File: config.mk
export PLATFORM = sky130hd
export DESIGN_NAME = trrip_front
export DESIGN_NICKNAME = d
export VERILOG_FILES = /design/src/sv/trrip_pkg.sv /design/src/sv/trrip_front.sv
export SDC_FILE = /design/constraint.sdc
export NUM_CORES = 1
export LEC_CHECK = 0
export ABC_AREA = 1
export ABC_CLOCK_PERIOD_IN_PS = 1600
export BUFFER_PORTS_ARGS = -buffer_cell sky130_fd_sc_hd__buf_2
export CELL_PAD_IN_SITES_DETAIL_PLACEMENT = 1
export CELL_PAD_IN_SITES_GLOBAL_PLACEMENT = 1
export CORE_UTILIZATION = 28
export CTS_BUF_LIST = sky130_fd_sc_hd__clkbuf_4 sky130_fd_sc_hd__clkbuf_8
export DETAILED_ROUTE_END_ITERATION = 10
export PLACE_DENSITY = 0.74
export SYNTH_ARGS = -nofsm -noshare
export SYNTH_HDL_FRONTEND = slang
export SYNTH_SLANG_ARGS = --single-unit
File: constraint.sdc
create_clock -name clock -period 1.6 [get_ports clock]
set_input_delay 0.24 -clock clock [delete_from_list [all_inputs] [get_ports clock]]
set_output_delay 0.24 -clock clock [all_outputs]
set_load 0.05 [all_outputs]
File: src/sv/trrip_pkg.sv
// Shared types, widths and codes for the tiered RRIP replacement block.
`timescale 1ns / 1ps

package trrip_pkg;

   // Geometry of the prediction store
   localparam int NUM_WAYS  = 16;
   localparam int NUM_SETS  = 1024;
   localparam int SET_W     = (NUM_SETS > 1) ? $clog2(NUM_SETS) : 1;
   localparam int WAY_W     = $clog2(NUM_WAYS);

   // Fixed field widths
   localparam int CMD_W      = 2;
   localparam int SET_IDX_W  = 10;
   localparam int WAY_IDX_W  = 4;
   localparam int TIER_W     = 2;
   localparam int RRPV_W     = 3;
   localparam int CSR_ADDR_W = 3;
   localparam int CSR_DATA_W = 32;

   // Set reduction: reciprocal multiply, then one compare and subtract
   localparam int                  RECIP_SHIFT = 20;
   localparam int                  MOD_W       = 17;
   localparam int                  RECIP_W     = RECIP_SHIFT + 1;
   localparam logic [RECIP_W-1:0]  SET_RECIP   = RECIP_W'((1 << RECIP_SHIFT) / NUM_SETS);
   localparam logic [MOD_W-1:0]    SET_COUNT   = MOD_W'(NUM_SETS);

   // Command codes
   localparam logic [CMD_W-1:0] CMD_FILL   = 2'd0;
   localparam logic [CMD_W-1:0] CMD_HIT    = 2'd1;
   localparam logic [CMD_W-1:0] CMD_INVAL  = 2'd2;
   localparam logic [CMD_W-1:0] CMD_VICTIM = 2'd3;

   // Reuse tier codes; anything else is the low tier
   localparam logic [TIER_W-1:0] TIER_HIGH = 2'd0;
   localparam logic [TIER_W-1:0] TIER_MOD  = 2'd1;

   // Prediction values
   localparam logic [RRPV_W-1:0] RRPV_RESET      = 3'd7;
   localparam logic [RRPV_W-1:0] RRPV_HIGH_FILL  = 3'd1;

   // Register map (byte addresses)
   localparam logic [CSR_ADDR_W-1:0] CSR_ADDR_EVICT_LEVEL = 3'd0;

   // Queue between front and back
   localparam int QUEUE_DEPTH = 2;
   localparam int QPTR_W      = $clog2(QUEUE_DEPTH);
   localparam int QCNT_W      = $clog2(QUEUE_DEPTH + 1);

   typedef logic [RRPV_W-1:0]                rrpv_type;
   typedef rrpv_type [NUM_WAYS-1:0]           row_type;

   // Classified command word handed from front to back
   typedef struct packed {
      logic [CMD_W-1:0]     command;
      logic [SET_W-1:0]     set;
      logic [WAY_IDX_W-1:0] way;
      logic [TIER_W-1:0]    tier;
      logic                 way_ok;
   } item_type;

endpackage

File: src/sv/trrip_front.sv
// Front end: accepts commands, reduces the set index and checks the way.
`timescale 1ns / 1ps

module trrip_front import trrip_pkg::*; (
   input  logic                  clock,
   input  logic                  reset,
   input  logic                  enable,
   input  logic                  req_valid,
   output logic                  req_ready,
   input  logic [CMD_W-1:0]      req_command,
   input  logic [SET_IDX_W-1:0]  req_set_index,
   input  logic [WAY_IDX_W-1:0]  req_way_index,
   input  logic [TIER_W-1:0]     req_tier,
   output logic                  push_valid,
   input  logic                  push_ready,
   output item_type              push_data
);

   logic                  hold_valid_ff, hold_valid_in;
   logic [CMD_W-1:0]      cmd_ff;
   logic [SET_IDX_W-1:0]  set_ff;
   logic [WAY_IDX_W-1:0]  way_ff;
   logic [TIER_W-1:0]     tier_ff;
   logic [SET_IDX_W-1:0]  quot_ff, quot_in;

   logic [SET_IDX_W+RECIP_W-1:0] recip_prod;
   logic [MOD_W+SET_IDX_W-1:0]   back_prod;
   logic [MOD_W-1:0]             rem_raw;
   logic [MOD_W-1:0]             rem_fix;
   logic                         accept;

   // Estimate the quotient at acceptance; it is low by at most one
   assign recip_prod = (SET_IDX_W+RECIP_W)'(req_set_index) * (SET_IDX_W+RECIP_W)'(SET_RECIP);
   assign quot_in    = recip_prod[RECIP_SHIFT +: SET_IDX_W];

   // Take the remainder and correct it once
   assign back_prod = (MOD_W+SET_IDX_W)'(quot_ff) * (MOD_W+SET_IDX_W)'(SET_COUNT);
   assign rem_raw   = MOD_W'(set_ff) - back_prod[MOD_W-1:0];
   assign rem_fix   = (rem_raw >= SET_COUNT) ? (rem_raw - SET_COUNT) : rem_raw;

   assign push_valid        = hold_valid_ff;
   assign push_data.command = cmd_ff;
   assign push_data.set     = rem_fix[SET_W-1:0];
   assign push_data.way     = way_ff;
   assign push_data.tier    = tier_ff;
   assign push_data.way_ok  = (32'(way_ff) < NUM_WAYS);

   // Accept a new word when the holding stage is empty or drains now
   assign req_ready     = enable & (~hold_valid_ff | push_ready);
   assign accept        = req_valid & req_ready;
   assign hold_valid_in = accept | (hold_valid_ff & ~push_ready);

   always_ff @(posedge clock) begin
      if (reset) begin
         hold_valid_ff <= 1'b0;
      end else begin
         hold_valid_ff <= hold_valid_in;
      end
   end

   // Hold the payload of the accepted word
   always_ff @(posedge clock) begin
      if (accept) begin
         cmd_ff  <= req_command;
         set_ff  <= req_set_index;
         way_ff  <= req_way_index;
         tier_ff <= req_tier;
         quot_ff <= quot_in;
      end
   end

endmodule

==> flow_summary.toml, run 1 <==
[status]
outcome = "completed"

[hold_path]
hp-class = "primary input to flop"

[sta]
post-route-min-period_ns = 1.348
period_share = 0.8426
setup_viol = 0
slew_viol_final = 0
max_freq_mhz = 741.8
rsz0062_at_grt = "no"
hold_violations = 0
finClkSkew_ns = 0.0009460
setup_tns_ns = 0

[floorplanning]
core_area_um2 = 2022
num_rows = 16
die_x_um = 49.08
io_pins = 44
die_area_um2 = 2409
initial_core_util = 0.3069
die_y_um = 49.08

[clock_tree]
clk_pin_slew_worst_paths_ns = 0.09
cts_resized = 0
cts_setup_buffers = 0
clkLatencyLatePin_ns = 0.28
cts_tree = "built"
clkSinkCount = 19
postCtsHoldBufs = 0
cts_buffer_depth = 2
cts-root-buf = "clkbuf_4"
htree_num_levels = 1
cts_buffers = 3

[worst_setup_path]
r2r_slack_ns = 0.47
arrival_ns = 1.11
crit_required_ns = 1.36
path_max_fanout = 2
path_class = "flop to output pin"
cp-end-kind = "output pin"
start_kind = "flop"

[layout]
drive_above_1_share = 0.6154
fin_nets = 102
antennaDiodeCount = 0
post-route-util = 0.4443
fin_area_um2 = 898.4
final_cells = 105
area_growth_pct = 44.76
fillCellCount = 233

[detailed_routing]
viasPerCell = 3.867
drt_wl_total_mm = 1.063
wl_per_cell_um = 10.12
drt_drc_violations_left = 0
drt_pass1_iterations = 2
vias = 406
drt_iter0_markers = 1
antenna_left = 0

[power]
switching_power_w = 0.0002387
p_int_w = 0.0006996
pwr-share-comb = 0.158
powerDensity_nw_per_um2 = 1045
power_frac_clock = 0.230
leakage_nw = 0.4184
vdd_drop_max_mv = 0.4021
power_frac_seq = 0.611
p_sw_frac = 0.2544

[global_route]
grt_antenna_before_repair = 0
grt_use_total = 0.09486
grt_max_degree = 19
grt_pass1_wl_mm = 1.559
overflow = 0
grt_pass1_vias = 360

[placement]
portBuffers = 42
hpwlAfterDp_um = 940.3
placed_cell_area_um2 = 870.8
place_inst = 101
gp_congestion = 0.6286

[yosys]
yosysTopAreaCell = "edfxtp_1"
ys_ff_latch = 19
netlist.area_leader.share = 0.8710
seq_area_frac_synth = 0.9032
yosysWarnings = 0
syn_area_um2 = 620.6
avgSynthCellArea_um2 = 19.39
synth_fp_nets = 55
netlist_instances = 32
synth_area_leaders = "edfxtp_1 87%, inv_1 3.6%, dfxtp_1 3.2%, nor3_2 1.6%, buf_4 1.2%"
synth_cell_types = 9

[job]
cap_violations = 0
## final cells by class
class | instances | area [µm²] | area share
Sequential cell | 19 | 560.5 | 0.6240
Timing Repair Buffer | 43 | 217.7 | 0.2423
Multi-Input combinational cell | 6 | 36.28 | 0.04039
Tap cell | 27 | 33.78 | 0.03760
Clock buffer | 3 | 22.52 | 0.02507
Inverter | 6 | 22.52 | 0.02507
Clock inverter | 1 | 5.005 | 0.005571
## cells in the mapped netlist
library cell and count:
dfxtp_1 1, buf_4 1, edfxtp_1 18, conb_1 1
nor2_1 1, nor3_2 1, o21ai_1 1, inv_1 6
nand2_1 2
## stage by stage
stage / worst slack, ns / power (W) / hold WS (ns)
after global routing: 0.1713 / 0.0009727 / 0.1167
after detailed placement: 0.4145 / 0.0007361 / 0.4189
final: 0.2519 / 0.0009383 / 0.1315
after global placement: 0.4608 / 0.0007322 / 0.4168
after floorplan: 0.02579 / 0.0006879 / 0.3389
after CTS: 0.2193 / 0.0009537 / 0.1187
## power by group through the flow
stage	sequential, W	combinational, W	clock (W)
global route	0.000575	0.000157	0.000241
floorplan	0.000659	0.0000293	0
detailed placement	0.000585	0.000151	0
global placement	0.000584	0.000148	0
CTS	0.000574	0.000151	0.000229
finish	0.000573	0.000149	0.000216
## per-layer routing
metal / wire length, µm / track usage / vias to the layer above
met1: 412 / 0.09756 / 176
li1: - / - / 200
met5: 0 / 0 / -
met3: 121 / 0.04984 / 2
met4: 4 / 0.04412 / 0
met2: 524 / 0.1575 / 28
## layout by cell type, fill, tap and decap left out
cell and n:
inv_1 6, o21ai_1 1, dfxtp_1 1, conb_1 1
buf_2 42, nand2_1 2, nor3_4 1, clkinv_2 1
edfxtp_1 18, nor2_1 1, clkbuf_4 3, buf_4 1
## final timing paths
kind / start / end / cells after the start
setup / recovery: push_valid$_SDFF_PP0_ / req_ready / 4
hold / removal: req_way_index[3] / way_ff[3]$_DFFE_PP_ / 1
setup reg to reg: push_valid$_SDFF_PP0_ / way_ff[1]$_DFFE_PP_ / 4
hold reg to reg: push_valid$_SDFF_PP0_ / push_valid$_SDFF_PP0_ / 4
## registers in the layout, summed over array words and instances, names as in the netlist
register and cells:
push_valid 1, set_ff 10, cmd_ff 2, tier_ff 2, way_ff 4
## critical path, cell delays in order, from the launching register on
cell and delay [ns]:
dfxtp_1 0.32, nand2_1 0.08, inv_1 0.07, nor2_1 0.09, buf_2 0.27
## kinds of logic (layout without fill, tap and decap cells)
family,count (synthesis),count (layout),share of synthesized area
AOI/OAI and AO/OA,1,1,0.008057
and+or+nand+nor,4,4,0.03427
buffers and inverters,7,53,0.04839
other,1,1,0.006043
DFF,19,19,0.9032
(Power assumes the default switching activity.)
==> inputs of run 2 (changes only) <==
--- a/config.mk
+++ b/config.mk
@@ -6,14 +6,14 @@
 export NUM_CORES = 1
 export LEC_CHECK = 0
 export ABC_AREA = 1
-export ABC_CLOCK_PERIOD_IN_PS = 1600
+export ABC_CLOCK_PERIOD_IN_PS = 1400
 export BUFFER_PORTS_ARGS = -buffer_cell sky130_fd_sc_hd__buf_2
 export CELL_PAD_IN_SITES_DETAIL_PLACEMENT = 1
 export CELL_PAD_IN_SITES_GLOBAL_PLACEMENT = 1
-export CORE_UTILIZATION = 28
+export CORE_UTILIZATION = 30
 export CTS_BUF_LIST = sky130_fd_sc_hd__clkbuf_4 sky130_fd_sc_hd__clkbuf_8
 export DETAILED_ROUTE_END_ITERATION = 10
-export PLACE_DENSITY = 0.74
+export PLACE_DENSITY = 0.75
 export SYNTH_ARGS = -nofsm -noshare
 export SYNTH_HDL_FRONTEND = slang
 export SYNTH_SLANG_ARGS = --single-unit
==> constraint.sdc (replaced) <==
create_clock -name clock -period 1.4 [get_ports clock]
set_input_delay 0.21 -clock clock [delete_from_list [all_inputs] [get_ports clock]]
set_output_delay 0.21 -clock clock [all_outputs]
set_load 0.05 [all_outputs]
==> flow_summary.toml, run 2 (same netlist as run 1, synthesis figures left out) <==
[layout]
largest_reg_flops = 10
reg.largest.list = "set_ff: 10 flops, way_ff: 4 flops"
drive_above_1_share = 0.6538
mostFrequentLayoutCell = "buf_2"
fillCellCount = 223
final_cell_mix = "42 x buf_2, 18 x edfxtp_1, 5 x inv_1"
antennaDiodeCount = 0
fin_nets = 102
fin_area_um2 = 919.6
regMostFlops = "set_ff"
area_growth_pct = 48.19

[global_route]
grt_max_degree = 19
grt_pass1_vias = 359
grt_antenna_before_repair = 0
grt_pass1_wl_mm = 1.476
grt_use_total = 0.09729
overflow = 0

[worst_setup_path]
crit_chain = "nand2_2 -> inv_2 -> nor2_1 -> buf_2"
path_buf_inv = 2
path_depth = 4
critPathMaxStageDelay_ns = 0.36
reg2regPathDepth = 4
start_kind = "flop"
cp-end-kind = "output pin"
critPathTopFamily = "flip-flops"
crit_required_ns = 1.19
path_class = "flop to output pin"
path_max_fanout = 2
cp_slowest_cell = "dfxtp_4"
arrival_ns = 1.08

[clock_tree]
cts_tree = "built"
cts_buffers = 3
htree_num_levels = 1
cts_buffer_depth = 2
cts-root-buf = "clkbuf_4"
postCtsHoldBufs = 0
clkLatencyLatePin_ns = 0.28
cts_resized = 0
clkSinkCount = 19
cts_setup_buffers = 0
clk_pin_slew_worst_paths_ns = 0.11

[detailed_routing]
antenna_left = 0
drt_wl_total_mm = 1.072
wl_per_cell_um = 10.21
drt_pass1_iterations = 2
drt_iter0_markers = 10
drt_drc_violations_left = 0
viasPerCell = 4.010
vias = 421

[sta]
slew_viol_final = 0
rsz0062_at_grt = "no"
max_freq_mhz = 772.5
period_share = 0.9247
post-route-min-period_ns = 1.295
setup_viol = 0
finClkSkew_ns = 0.004497
hold_violations = 0
setup_tns_ns = 0

[placement]
hpwlAfterDp_um = 921.2
gp_congestion = 0.5314
portBuffers = 42
placed_cell_area_um2 = 889.6

[hold_path]
hold_depth = 1
hp-class = "primary input to flop"

[power]
power_frac_seq = 0.599
switching_power_w = 0.0002885
leakage_nw = 0.4165
vdd_drop_max_mv = 0.3461
powerDensity_nw_per_um2 = 1189
p_int_w = 0.0008052
pwr-share-comb = 0.160
p_sw_frac = 0.2638
power_frac_clock = 0.241
total_power_w = 0.001094

[floorplanning]
die_x_um = 47.48
die_area_um2 = 2254
die_y_um = 47.48
num_rows = 16
io_pins = 44
initial_core_util = 0.3163
core_area_um2 = 1962

[job]
cap_violations = 0

[status]
outcome = "completed"
## run 2: cell count changes in the layout (fill, tap and decap cells not counted), sizes merged
cell      change
clkinv        -1
clkinvlp      +1
## run 2: path summary, 6_finish.rpt
kind	end	startpoint	slack [ns]
max	req_ready	push_valid$_SDFF_PP0_	0.11
min	cmd_ff[0]$_DFFE_PP_	req_command[0]	0.09
max reg2reg	set_ff[4]$_DFFE_PP_	push_valid$_SDFF_PP0_	0.27
min reg2reg	push_valid$_SDFF_PP0_	push_valid$_SDFF_PP0_	0.58
## run 2: cell type report
class / instances / area [µm²] / area share
tap: 27 / 33.78 / 0.03673
multi-input combinational: 6 / 38.79 / 0.04218
clock buffer: 3 / 22.52 / 0.02449
clock inverter: 1 / 7.507 / 0.008163
inverter: 6 / 22.52 / 0.02449
timing repair buffer: 43 / 230.2 / 0.2503
sequential: 19 / 564.3 / 0.6136
## run 2: worst reg2reg max path: stages (launching register included)
cell and delay, ns:
dfxtp_4 0.36, nand2_2 0.06, inv_2 0.05, nor3_4 0.21
buf_12 0.18
## run 2: layer usage
layer	global-route usage	up-vias	share of wire
met4	0.03429	0	0.0084
li1	-	199	-
met3	0.03019	2	0.13
met5	0	-	0
met2	0.1699	29	0.49
met1	0.1125	191	0.37
## run 2: per-stage QoR
| stage | worst slack [ns] | hold slack, ns | util | instances |
|---|---|---|---|---|
| after floorplan | -0.02723 | 0.3089 | - | 32 |
| after global placement | 0.2919 | 0.3870 | 0.4534 | 101 |
| after detailed placement | 0.2709 | 0.3889 | 0.4534 | 101 |
| after CTS | 0.08718 | 0.08642 | 0.4688 | 105 |
| after global routing | 0.03799 | 0.07991 | 0.4688 | 105 |
| final | 0.1054 | 0.09409 | 0.4688 | 105 |
## run 2: power by group through the flow
stage               Combinational (W)  Sequential (W)  Clock (W)
detailed placement           0.000177        0.000669          0
floorplan                   0.0000338        0.000752          0
CTS                          0.000177        0.000656   0.000274
global route                 0.000187        0.000658   0.000290
finish                       0.000175        0.000655   0.000263
global placement             0.000175        0.000667          0
