### src/sv/trrip_pkg.sv
// Shared types, widths and codes for the tiered RRIP replacement block.
`timescale 1ns / 1ps

package trrip_pkg;

   // Geometry of the prediction store
   localparam int NUM_WAYS  = 16;
   localparam int NUM_SETS  = 1024;
   localparam int SET_W     = (NUM_SETS > 1) ? $clog2(NUM_SETS) : 1;
   localparam int WAY_W     = $clog2(NUM_WAYS);

   // Fixed field widths
   localparam int CMD_W      = 2;
   localparam int SET_IDX_W  = 10;
   localparam int WAY_IDX_W  = 4;
   localparam int TIER_W     = 2;
   localparam int RRPV_W     = 3;
   localparam int CSR_ADDR_W = 3;
   localparam int CSR_DATA_W = 32;

   // Set reduction: reciprocal multiply, then one compare and subtract
   localparam int                  RECIP_SHIFT = 20;
   localparam int                  MOD_W       = 17;
   localparam int                  RECIP_W     = RECIP_SHIFT + 1;
   localparam logic [RECIP_W-1:0]  SET_RECIP   = RECIP_W'((1 << RECIP_SHIFT) / NUM_SETS);
   localparam logic [MOD_W-1:0]    SET_COUNT   = MOD_W'(NUM_SETS);

   // Command codes
   localparam logic [CMD_W-1:0] CMD_FILL   = 2'd0;
   localparam logic [CMD_W-1:0] CMD_HIT    = 2'd1;
   localparam logic [CMD_W-1:0] CMD_INVAL  = 2'd2;
   localparam logic [CMD_W-1:0] CMD_VICTIM = 2'd3;

   // Reuse tier codes; anything else is the low tier
   localparam logic [TIER_W-1:0] TIER_HIGH = 2'd0;
   localparam logic [TIER_W-1:0] TIER_MOD  = 2'd1;

   // Prediction values
   localparam logic [RRPV_W-1:0] RRPV_RESET      = 3'd7;
   localparam logic [RRPV_W-1:0] RRPV_HIGH_FILL  = 3'd1;

   // Register map (byte addresses)
   localparam logic [CSR_ADDR_W-1:0] CSR_ADDR_EVICT_LEVEL = 3'd0;

   // Queue between front and back
   localparam int QUEUE_DEPTH = 2;
   localparam int QPTR_W      = $clog2(QUEUE_DEPTH);
   localparam int QCNT_W      = $clog2(QUEUE_DEPTH + 1);

   typedef logic [RRPV_W-1:0]                rrpv_type;
   typedef rrpv_type [NUM_WAYS-1:0]           row_type;

   // Classified command word handed from front to back
   typedef struct packed {
      logic [CMD_W-1:0]     command;
      logic [SET_W-1:0]     set;
      logic [WAY_IDX_W-1:0] way;
      logic [TIER_W-1:0]    tier;
      logic                 way_ok;
   } item_type;

endpackage

### src/sv/trrip_queue.sv
// Short queue that decouples the front end from the back end.
`timescale 1ns / 1ps

module trrip_queue import trrip_pkg::*; (
   input  logic     clock,
   input  logic     reset,
   input  logic     push_valid,
   output logic     push_ready,
   input  item_type push_data,
   output logic     pop_valid,
   input  logic     pop_ready,
   output item_type pop_data
);

   item_type           slot_ff [QUEUE_DEPTH];
   logic [QPTR_W-1:0]  wr_ptr_ff, wr_ptr_in;
   logic [QPTR_W-1:0]  rd_ptr_ff, rd_ptr_in;
   logic [QCNT_W-1:0]  count_ff, count_in;
   logic               do_push;
   logic               do_pop;

   assign push_ready = (count_ff != QCNT_W'(QUEUE_DEPTH));
   assign pop_valid  = (count_ff != '0);
   assign pop_data   = slot_ff[rd_ptr_ff];
   assign do_push    = push_valid & push_ready;
   assign do_pop     = pop_valid & pop_ready;

   // Advance the pointers, wrapping at the depth
   always_comb begin
      wr_ptr_in = wr_ptr_ff;
      rd_ptr_in = rd_ptr_ff;
      if (do_push) begin
         wr_ptr_in = (wr_ptr_ff == QPTR_W'(QUEUE_DEPTH - 1)) ? '0 : wr_ptr_ff + 1'b1;
      end
      if (do_pop) begin
         rd_ptr_in = (rd_ptr_ff == QPTR_W'(QUEUE_DEPTH - 1)) ? '0 : rd_ptr_ff + 1'b1;
      end
      count_in = count_ff + QCNT_W'(do_push) - QCNT_W'(do_pop);
   end

   always_ff @(posedge clock) begin
      if (reset) begin
         wr_ptr_ff <= '0;
         rd_ptr_ff <= '0;
         count_ff  <= '0;
      end else begin
         wr_ptr_ff <= wr_ptr_in;
         rd_ptr_ff <= rd_ptr_in;
         count_ff  <= count_in;
      end
   end

   // Store the pushed word
   always_ff @(posedge clock) begin
      if (do_push) begin
         slot_ff[wr_ptr_ff] <= push_data;
      end
   end

endmodule

### config.mk
export PLATFORM = sky130hd
export DESIGN_NAME = trrip_queue
export DESIGN_NICKNAME = d
export VERILOG_FILES = /design/src/sv/trrip_pkg.sv /design/src/sv/trrip_queue.sv
export SDC_FILE = /design/constraint.sdc
export NUM_CORES = 1
export LEC_CHECK = 0
export BUFFER_PORTS_ARGS = -buffer_cell sky130_fd_sc_hd__buf_2
export CAP_MARGIN = 20
export CELL_PAD_IN_SITES_DETAIL_PLACEMENT = 2
export CELL_PAD_IN_SITES_GLOBAL_PLACEMENT = 2
export CORE_ASPECT_RATIO = 0.8
export CORE_MARGIN = 2
export CORE_UTILIZATION = 30
export DETAILED_ROUTE_END_ITERATION = 8
export PLACE_DENSITY_LB_ADDON = 0.08
export SYNTH_ARGS = -nofsm -noshare
export SYNTH_HDL_FRONTEND = slang
export SYNTH_SLANG_ARGS = --single-unit
### constraint.sdc
create_clock -name clock -period 2.3 [get_ports clock]
set_input_delay 0.23 -clock clock [delete_from_list [all_inputs] [get_ports clock]]
set_output_delay 0.23 -clock clock [all_outputs]
set_load 0.01 [all_outputs]
==> flow_metrics.tcl, run 1 <==
set metrics [dict create \
    core-area_mm2 0.005122 \
    r2r_start "count_ff[1]" \
    drc_errors 0 \
    period_minus_slack_ns 1.774 \
    worstPathRequired_ns 2.07 \
    synth_warnings 0 \
    gr-total-overflow 0 \
    grt_pass1_wl_um 5037 \
    drv_slew 0 \
    grt_pass1_vias 1003 \
    final_hold_viol_count 0 \
    min_path_cells 1 \
    grt_usage_pct 11.15 \
    rrSetupSlack_ns 0.73 \
    nFillCells 523 \
    cts.path.max_buffers 2 \
    endpoint_kind "output port" \
    relSlewSlack_pct 81.86 \
    grt_max_degree 20 \
    power.density_mw_per_mm2 941.7 \
    floorplan.die.width_um 86.29 \
    min_from "push_data[10]" \
    cts_root_buf "clkbuf_8" \
    die_h_um 69.84 \
    synth_common_cells "edfxtp_1 (38), mux2_2 (19), dfxtp_1 (5), nor2_1 (5)" \
    drtAntennaViolNets 0 \
    synth_mux_area_share_pct 13.86 \
    async_flop_share_pct 0 \
    cts_setup_buffers 0 \
    synth_edf_count 38 \
    yosys.area_share.simple_pct 4.311 \
    ys_seq_elements 43 \
    worstSkewPairLatency_ns 0.29 \
    hold_class "input port to flip-flop" \
    drive_above_1_share_pct 53.19 \
    htreeDepth 2 \
    synth_top_family_by_area "multiplexers" \
    synth_seq_area_share_pct 76.37 \
    synthesis.area_mm2 0.001625 \
    cp_max_fo 15 \
    drt_wl_total_um 3157 \
    area_delta_synth_final_pct 24.33 \
    outcome "complete, no violations" \
    r2r-end "count_ff[1]" \
    fin_nets 164 \
    post-route-util_pct 39.45 \
    synth_cell_types 23 \
    netlist_instances 88 \
    synth_top_cell_by_area "edfxtp_1" \
    vdd_drop_max_uv 457.3 \
    vias_per_cell 4.512 \
    cts_buffers 5 \
    p_total_mw 1.903 \
    synth_top_area_share_pct 70.21 \
    synth_most_common_cell "edfxtp_1" \
    worst_pin_slew_ns 0.2721 \
    max_freq_mhz 563.7 \
    setup_viol 0 \
    via_count 916 \
    synth_xor_xnor_area_share_pct 0.5389 \
    dieArea_mm2 0.006026 \
    diodes 0 \
    io_pins 44 \
    fin_worst_skew_ns 0.006074 \
    synth.avg_cell_area_um2 18.47 \
    path_class "flip-flop to output port" \
    cts_tree "built" \
    synth.area.top_cells "edfxtp_1 (70%), mux2_2 (13%), dfxtp_1 (6.2%)" \
    start_kind "flip-flop" \
    synth_fa_ha_area_share_pct 0.7698 \
    gp_congestion 0.6777 \
    routedWlPerCell_um 15.55 \
    rsz0062_at_grt "false" \
    start_util_pct 31.73 \
    clk_pin_slew_ns 0.08 \
    rows 23 \
    place_inst 195 \
    p_leak_nw 0.7754 \
    postCtsResizedCells 0 \
    io_buffers 43 \
    cts_hold_buf 0 \
    worstPathArrival_ns 1.54 \
    drtIter0Drc 28 \
    syn_nets 112 \
    fin_crit_sh_pct 77.13 \
    setup_tns_ns 0 \
    clock_sinks 43 \
    grt_antenna_before_repair 0 \
    min_to "slot_ff[1][10]" \
    maxCapViolCount 0 \
    hpwl_um 2266 \
    synth_ff_type "edfxtp_1" \
    reg2regPathDepth 6 \
    dr.pass1.iters 3 \
    synth_compound_area_share_pct 3.156 \
    fin_cells 203 \
]
[sequential cells by signal, summed over array words and instances, names as in the netlist, named ones only]
| register | count |
|---|---|
| slot_ff | 38 |
| count_ff | 2 |
| rd_ptr_ff | 1 |
| wr_ptr_ff | 1 |
[layout make-up]
class                      instances  area (um2)  area share [%]
clock inverter                     2       12.51          0.6192
clock buffer                       6       72.57           3.591
multi-input combinational         42       367.9           18.20
sequential                        43        1241           61.42
tap                               62       77.57           3.839
inverter                           1       3.754          0.1858
timing repair buffer              47       245.2           12.14
[per-layer routing]
layer  vias to the layer above  share of wire (%)  GRT usage, %
li1                        438                  -             -
met1                       447                 43         13.10
met4                         0                1.0         3.646
met5                         -                  0             0
met2                        26                 50         18.78
met3                         5                5.3         4.167
[critical path: stages (launching register included)]
cell	delay [ns]
dfxtp_1	0.45
buf_4	0.30
mux2_2	0.37
buf_2	0.14
[cell families after synthesis]
| family | Yosys count |
|---|---|
| multiplexers | 20 |
| AO/OA/AOI/OAI | 7 |
| flip-flops | 43 |
| buffers and inverters | 3 |
| adder cells (fa/ha/maj) | 1 |
| XOR/XNOR | 1 |
| AND/OR/NAND/NOR | 13 |
[worst max path at each step]
stage	slack, ns	cells after the start	start	to
after global placement	0.77	7	push_valid	count_ff[1]
final	0.53	3	flip-flop	pop_data[4]
after global routing	0.43	3	flip-flop	pop_data[6]
after CTS	0.49	3	flip-flop	pop_data[14]
after floorplan	0.73	2	count_ff[0]	slot_ff[1][0]
after detailed placement	0.71	7	push_valid	count_ff[1]
[cell usage in the layout, fill, tap and decap left out, drive strengths merged, types with 2 or more instances in the layout]
cell	n
buf	47
edfxtp	38
mux2	20
clkbuf	6
nor2	5
dfxtp	5
nor2b	2
o21ai	2
a21bo	2
[power breakdown]
part           internal (mW)  switching, mW
clock                  0.212          0.244
combinational          0.224          0.223
sequential             0.951         0.0485
total                   1.39          0.516
[stage by stage]
stage	area, um2	hold WS [ns]	setup slack [ns]
3_3_place_gp	1936	0.4175	0.7742
6_report	2021	0.1320	0.5261
5_1_grt	2021	0.1138	0.4274
2_1_floorplan	1625	0.2991	0.7271
3_5_place_dp	1936	0.4237	0.7147
4_1_cts	2021	0.1183	0.4927
Power figures use the tool's default switching activity.
==> run 2: changes to the inputs <==
- clock period: 2.3 -> 1.5 ns (I/O delays scaled with it)
==> flow_metrics.tcl, run 2 (same netlist as run 1, synthesis figures left out) <==
set metrics [dict create \
    layout_commonest_cell "buf_2" \
    fin_worst_skew_ns 0.007188 \
    clk_pin_slew_ns 0.09 \
    met1_usage_pct 11.94 \
    io_buffers 43 \
    hold_class "input port to flip-flop" \
    htreeDepth 2 \
    fin_ws_ns 0.05236 \
    largest_reg_flops 38 \
    diodes 0 \
    drv_slew 0 \
    critPathTopFamily "flip-flops" \
    slowest_stage "dfxtp_2" \
    max_freq_mhz 690.8 \
    grt_max_degree 15 \
    via_count 928 \
    drtAntennaViolNets 0 \
    io_pins 44 \
    gr-total-overflow 0 \
    power.density_mw_per_mm2 1493 \
    cts_root_buf "clkbuf_8" \
    area.sequential_mm2 0.001247 \
    worstSkewPairLatency_ns 0.29 \
    area_delta_synth_final_pct 31.18 \
    post-route-util_pct 41.62 \
    start_kind "flip-flop" \
    crit_buf_inv 2 \
    gp_congestion 0.6589 \
    drive_above_1_share_pct 59.31 \
    dr.pass1.iters 4 \
    regMostFlops "slot_ff" \
    dieArea_mm2 0.006026 \
    routedWlPerCell_um 14.65 \
    busiest_layer "met2" \
    cts_hold_buf 0 \
    multi_input_area_um2 374.1 \
    p_leak_nw 0.8192 \
    cts_setup_buffers 0 \
    grt_usage_pct 10.57 \
    hpwl_um 2181 \
    final_cell_mix "buf_2 (43), edfxtp_1 (38), mux2_2 (19)" \
    final_hold_viol_count 0 \
    cts_buffers 5 \
    fin_crit_sh_pct 96.51 \
    reg.largest.list "slot_ff x38, count_ff x2" \
    vdd_drop_max_uv 691.2 \
    drt_wl_total_um 3032 \
    endpoint_kind "output port" \
    setup_viol 0 \
    period_minus_slack_ns 1.448 \
    floorplan.die.width_um 86.29 \
    outcome "complete, no violations" \
    rows 23 \
    path_class "flip-flop to output port" \
    maxCapViolCount 0 \
    cts_tree "built" \
    drc_errors 0 \
    nFillCells 505 \
    die_h_um 69.84 \
    use_met2_pct 18.86 \
    cts.path.max_buffers 2 \
    fin_nets 168 \
    relSlewSlack_pct 87.04 \
    critical_path.cell_chain "buf_12 -> mux2_2 -> buf_2" \
    clock_sinks 43 \
    rsz0062_at_grt "true" \
    hold_slack_ns 0.04843 \
    worstPathRequired_ns 1.35 \
    slowest_delay_ns 0.37 \
    grt_pass1_vias 1044 \
    grt_antenna_before_repair 0 \
    grt_pass1_wl_um 4864 \
    worst_pin_slew_ns 0.1923 \
    worstPathArrival_ns 1.30 \
    core-area_mm2 0.005122 \
    vias_per_cell 4.483 \
    drtIter0Drc 55 \
    dp_slack_ns -0.004587 \
    cp_max_fo 14 \
    grt_use_met3_pct 3.810 \
    start_util_pct 31.73 \
]
==> run 2: worst paths after layout <==
kind	startpoint	end	slack (ns)	cells after the start
setup / recovery	flip-flop	pop_data[12]	0.05	3
hold / removal	push_data[17]	slot_ff[1][17]	0.05	1
setup reg to reg	count_ff[0]	count_ff[1]	0.13	6
hold reg to reg	rd_ptr_ff	rd_ptr_ff	0.52	2
==> run 2: final cells by class <==
cell class	instances	share of cell area (%)
timing repair buffer	51	14.67
tap	62	3.639
clock buffer	5	3.228
multi-input combinational	42	17.55
sequential	43	58.51
clock inverter	3	2.054
inverter	1	0.3521
==> run 2: worst reg2reg max path: stages (launching register included) <==
cell and delay (ns):
dfxtp_2 0.41, nand3_1 0.08, o21ai_0 0.09, nor2_1 0.06
ha_1 0.19, and2b_1 0.15, mux2_1 0.29
==> run 2: per-stage QoR <==
stage / instances / power, mW / cell area (um2) / setup TNS, ns
floorplan: 88 / 1.978 / 1630 / 0
global placement: 199 / 2.291 / 1996 / 0
detailed placement: 199 / 2.313 / 1996 / -0.004587
CTS: 207 / 3.217 / 2118 / 0
global route: 207 / 3.364 / 2132 / -0.09585
finish: 207 / 3.182 / 2132 / 0
==> run 2: timing repair <==
action                                  CTS  global route
pin swaps                                 0             1
endpoints found under the setup margin   15            34
resized for setup                         4             4
gates cloned                              0             0
==> run 2: power breakdown <==
| group | switching [mW] | internal [mW] |
|---|---|---|
| Clock | 0.385 | 0.496 |
| Combinational | 0.362 | 0.411 |
| Sequential | 0.0644 | 1.46 |
==> run 2: layer usage <==
layer / routed length [um] / vias up
met5: 0 / -
met4: 14 / 0
met3: 151 / 2
met2: 1624 / 25
met1: 1241 / 455
li1: - / 446
==> run 3: changes to the inputs <==
- ABC_AREA: not set -> 1
- CORE_MARGIN: 2 -> not set
==> flow_metrics.tcl, run 3 <==
set metrics [dict create \
    fin_cells 214 \
    p_total_mw 3.472 \
    drv_slew 0 \
    gr-total-overflow 0 \
    synth.area.top_cells "edfxtp_1 (68%), mux2_4 (9.0%), mux2_2 (6.1%)" \
    p_leak_nw 0.8520 \
    final_cell_mix "buf_2 (42), edfxtp_1 (38), mux2_4 (10)" \
    power.density_mw_per_mm2 1622 \
    htreeDepth 2 \
    vdd_drop_max_uv 638.3 \
    relSlewSlack_pct 88.34 \
    synthesis.area_mm2 0.001674 \
    grt_usage_pct 11.80 \
    syn_nets 119 \
    async_flop_share_pct 0 \
    cp_max_fo 7 \
    fin_nets 175 \
    largest_reg_flops 38 \
    worstPathRequired_ns 1.35 \
    slowest_stage "dfxtp_4" \
    final_hold_viol_count 0 \
    synth_most_common_cell "edfxtp_1" \
    max_freq_mhz 691.2 \
    drc_errors 0 \
    worstSkewPairLatency_ns 0.29 \
    synth_top_cell_by_area "edfxtp_1" \
    synth_common_cells "edfxtp_1 (38), mux2_4 (10), mux2_2 (9)" \
    maxCapViolCount 0 \
    grt_pass1_vias 992 \
    fin_worst_skew_ns 0.006014 \
    nFillCells 535 \
    slowest_delay_ns 0.38 \
    outcome "complete, no violations" \
    worstPathArrival_ns 1.30 \
    place_inst 204 \
    worst_pin_slew_ns 0.1745 \
    grt_max_degree 16 \
    drive_above_1_share_pct 56.58 \
    synth_ff_type "edfxtp_1" \
    rows 23 \
    floorplan.die.width_um 85.52 \
    grt_antenna_before_repair 0 \
    cts_root_buf "clkbuf_8" \
    io_buffers 43 \
    rsz0062_at_grt "false" \
    cts.path.max_buffers 2 \
    synth_cell_types 17 \
    reg.largest.list "slot_ff x38, count_ff x2" \
    grt_pass1_wl_um 4961 \
    critical_path.cell_chain "clkbuf_16 -> mux2_2 -> buf_6" \
    ys_seq_elements 43 \
    drtAntennaViolNets 0 \
    netlist_instances 95 \
    start_kind "flip-flop" \
    clock_sinks 43 \
    path_class "flip-flop to output port" \
    clk_pin_slew_ns 0.08 \
    synth.avg_cell_area_um2 17.62 \
    synth_top_area_share_pct 68.16 \
    area_delta_synth_final_pct 27.88 \
    cts_tree "built" \
    diodes 0 \
    drt_wl_total_um 3222 \
    period_minus_slack_ns 1.447 \
    hpwl_um 2404 \
    fin_crit_sh_pct 96.45 \
    die_h_um 68.82 \
    cts_buffers 5 \
    synth_edf_count 38 \
    setup_viol 0 \
    setup_tns_ns 0 \
    start_util_pct 32.32 \
    synth_warnings 0 \
    layout_commonest_cell "buf_2" \
    io_pins 44 \
    hold_slack_ns 0.04208 \
    gp_congestion 0.6170 \
    regMostFlops "slot_ff" \
    endpoint_kind "output port" \
    hold_class "input port to flip-flop" \
    drtIter0Drc 23 \
    routedWlPerCell_um 15.06 \
    via_count 937 \
    core-area_mm2 0.005180 \
    synth_seq_area_share_pct 74.14 \
    vias_per_cell 4.379 \
    dr.pass1.iters 3 \
    dieArea_mm2 0.005885 \
]
-- run 3: cell count changes after synthesis, sizes merged, moves of 2 or more --
| cell | before | now |
|---|---|---|
| o21ai | 2 | 0 |
| a21bo | 2 | 0 |
| nor2 | 5 | 9 |
| nor2b | 2 | 0 |
| nand2 | 0 | 8 |
| inv | 1 | 8 |
-- run 3: cell type report --
type / count / area, um2 / area share [%]
clock buffer: 8 / 80.08 / 3.741
inverter: 8 / 30.03 / 1.403
multi-input combinational: 42 / 391.6 / 18.29
sequential: 43 / 1250 / 58.39
tap: 62 / 77.57 / 3.624
timing repair buffer: 51 / 311.5 / 14.55
-- run 3: where the power goes --
group / switching (mW) / leakage, nW / internal [mW]
Clock: 0.367 / 0.0395 / 0.331
Combinational: 0.555 / 0.414 / 0.589
Sequential: 0.0896 / 0.398 / 1.54
-- run 3: logic make-up after synthesis --
family	synth area share (%)
flops	74.14
xor+xnor	0.5233
buf+inv	3.662
mux	15.02
fa+ha+maj	0.7473
simple gates	5.306
compound gates	0.5979
-- run 3: critical path, delay by kind of cell (launching register included) --
kind | cells | cell delay [ns]
muxes | 1 | 0.34
DFF | 1 | 0.38
buffers and inverters | 2 | 0.28
-- run 3: layer usage --
layer  vias to the layer above  wire (um)  track usage [%]
met4                         0         56            5.625
met5                         -          0                0
met3                         7        171            3.929
met1                       450       1428            13.67
li1                        453          -                -
met2                        27       1565            20.20
-- run 3: repair_timing --
| action | in CTS | in global routing |
|---|---|---|
| hold buffers | 0 | 0 |
| resized for setup | 1 | 9 |
| endpoints found under the setup margin | 9 | 10 |
| pin swaps | 0 | 2 |
| buffers inserted | 0 | 1 |
| gates cloned | 0 | 1 |
-- run 3: path summary, 6_finish.rpt --
| path | startpoint | endpoint | slack (ns) | cells past startpoint |
|---|---|---|---|---|
| max reg2reg | count_ff[1] | count_ff[1] | 0.12 | 10 |
| min | push_data[8] | slot_ff[0][8] | 0.04 | 1 |
| min reg2reg | rd_ptr_ff | rd_ptr_ff | 0.52 | 2 |
| max | flip-flop | pop_data[13] | 0.05 | 3 |
-- run 3: stage by stage --
stage / utilization [%] / worst slack [ns] / instance area, um2
4_1_cts: 40.10 / 0.002055 / 2077
3_5_place_dp: 38.53 / 0.01680 / 1996
6_report: 41.33 / 0.05330 / 2141
5_1_grt: 41.33 / 0.004010 / 2141
2_1_floorplan: - / -0.006804 / 1677
3_3_place_gp: 38.53 / 0.1386 / 1996
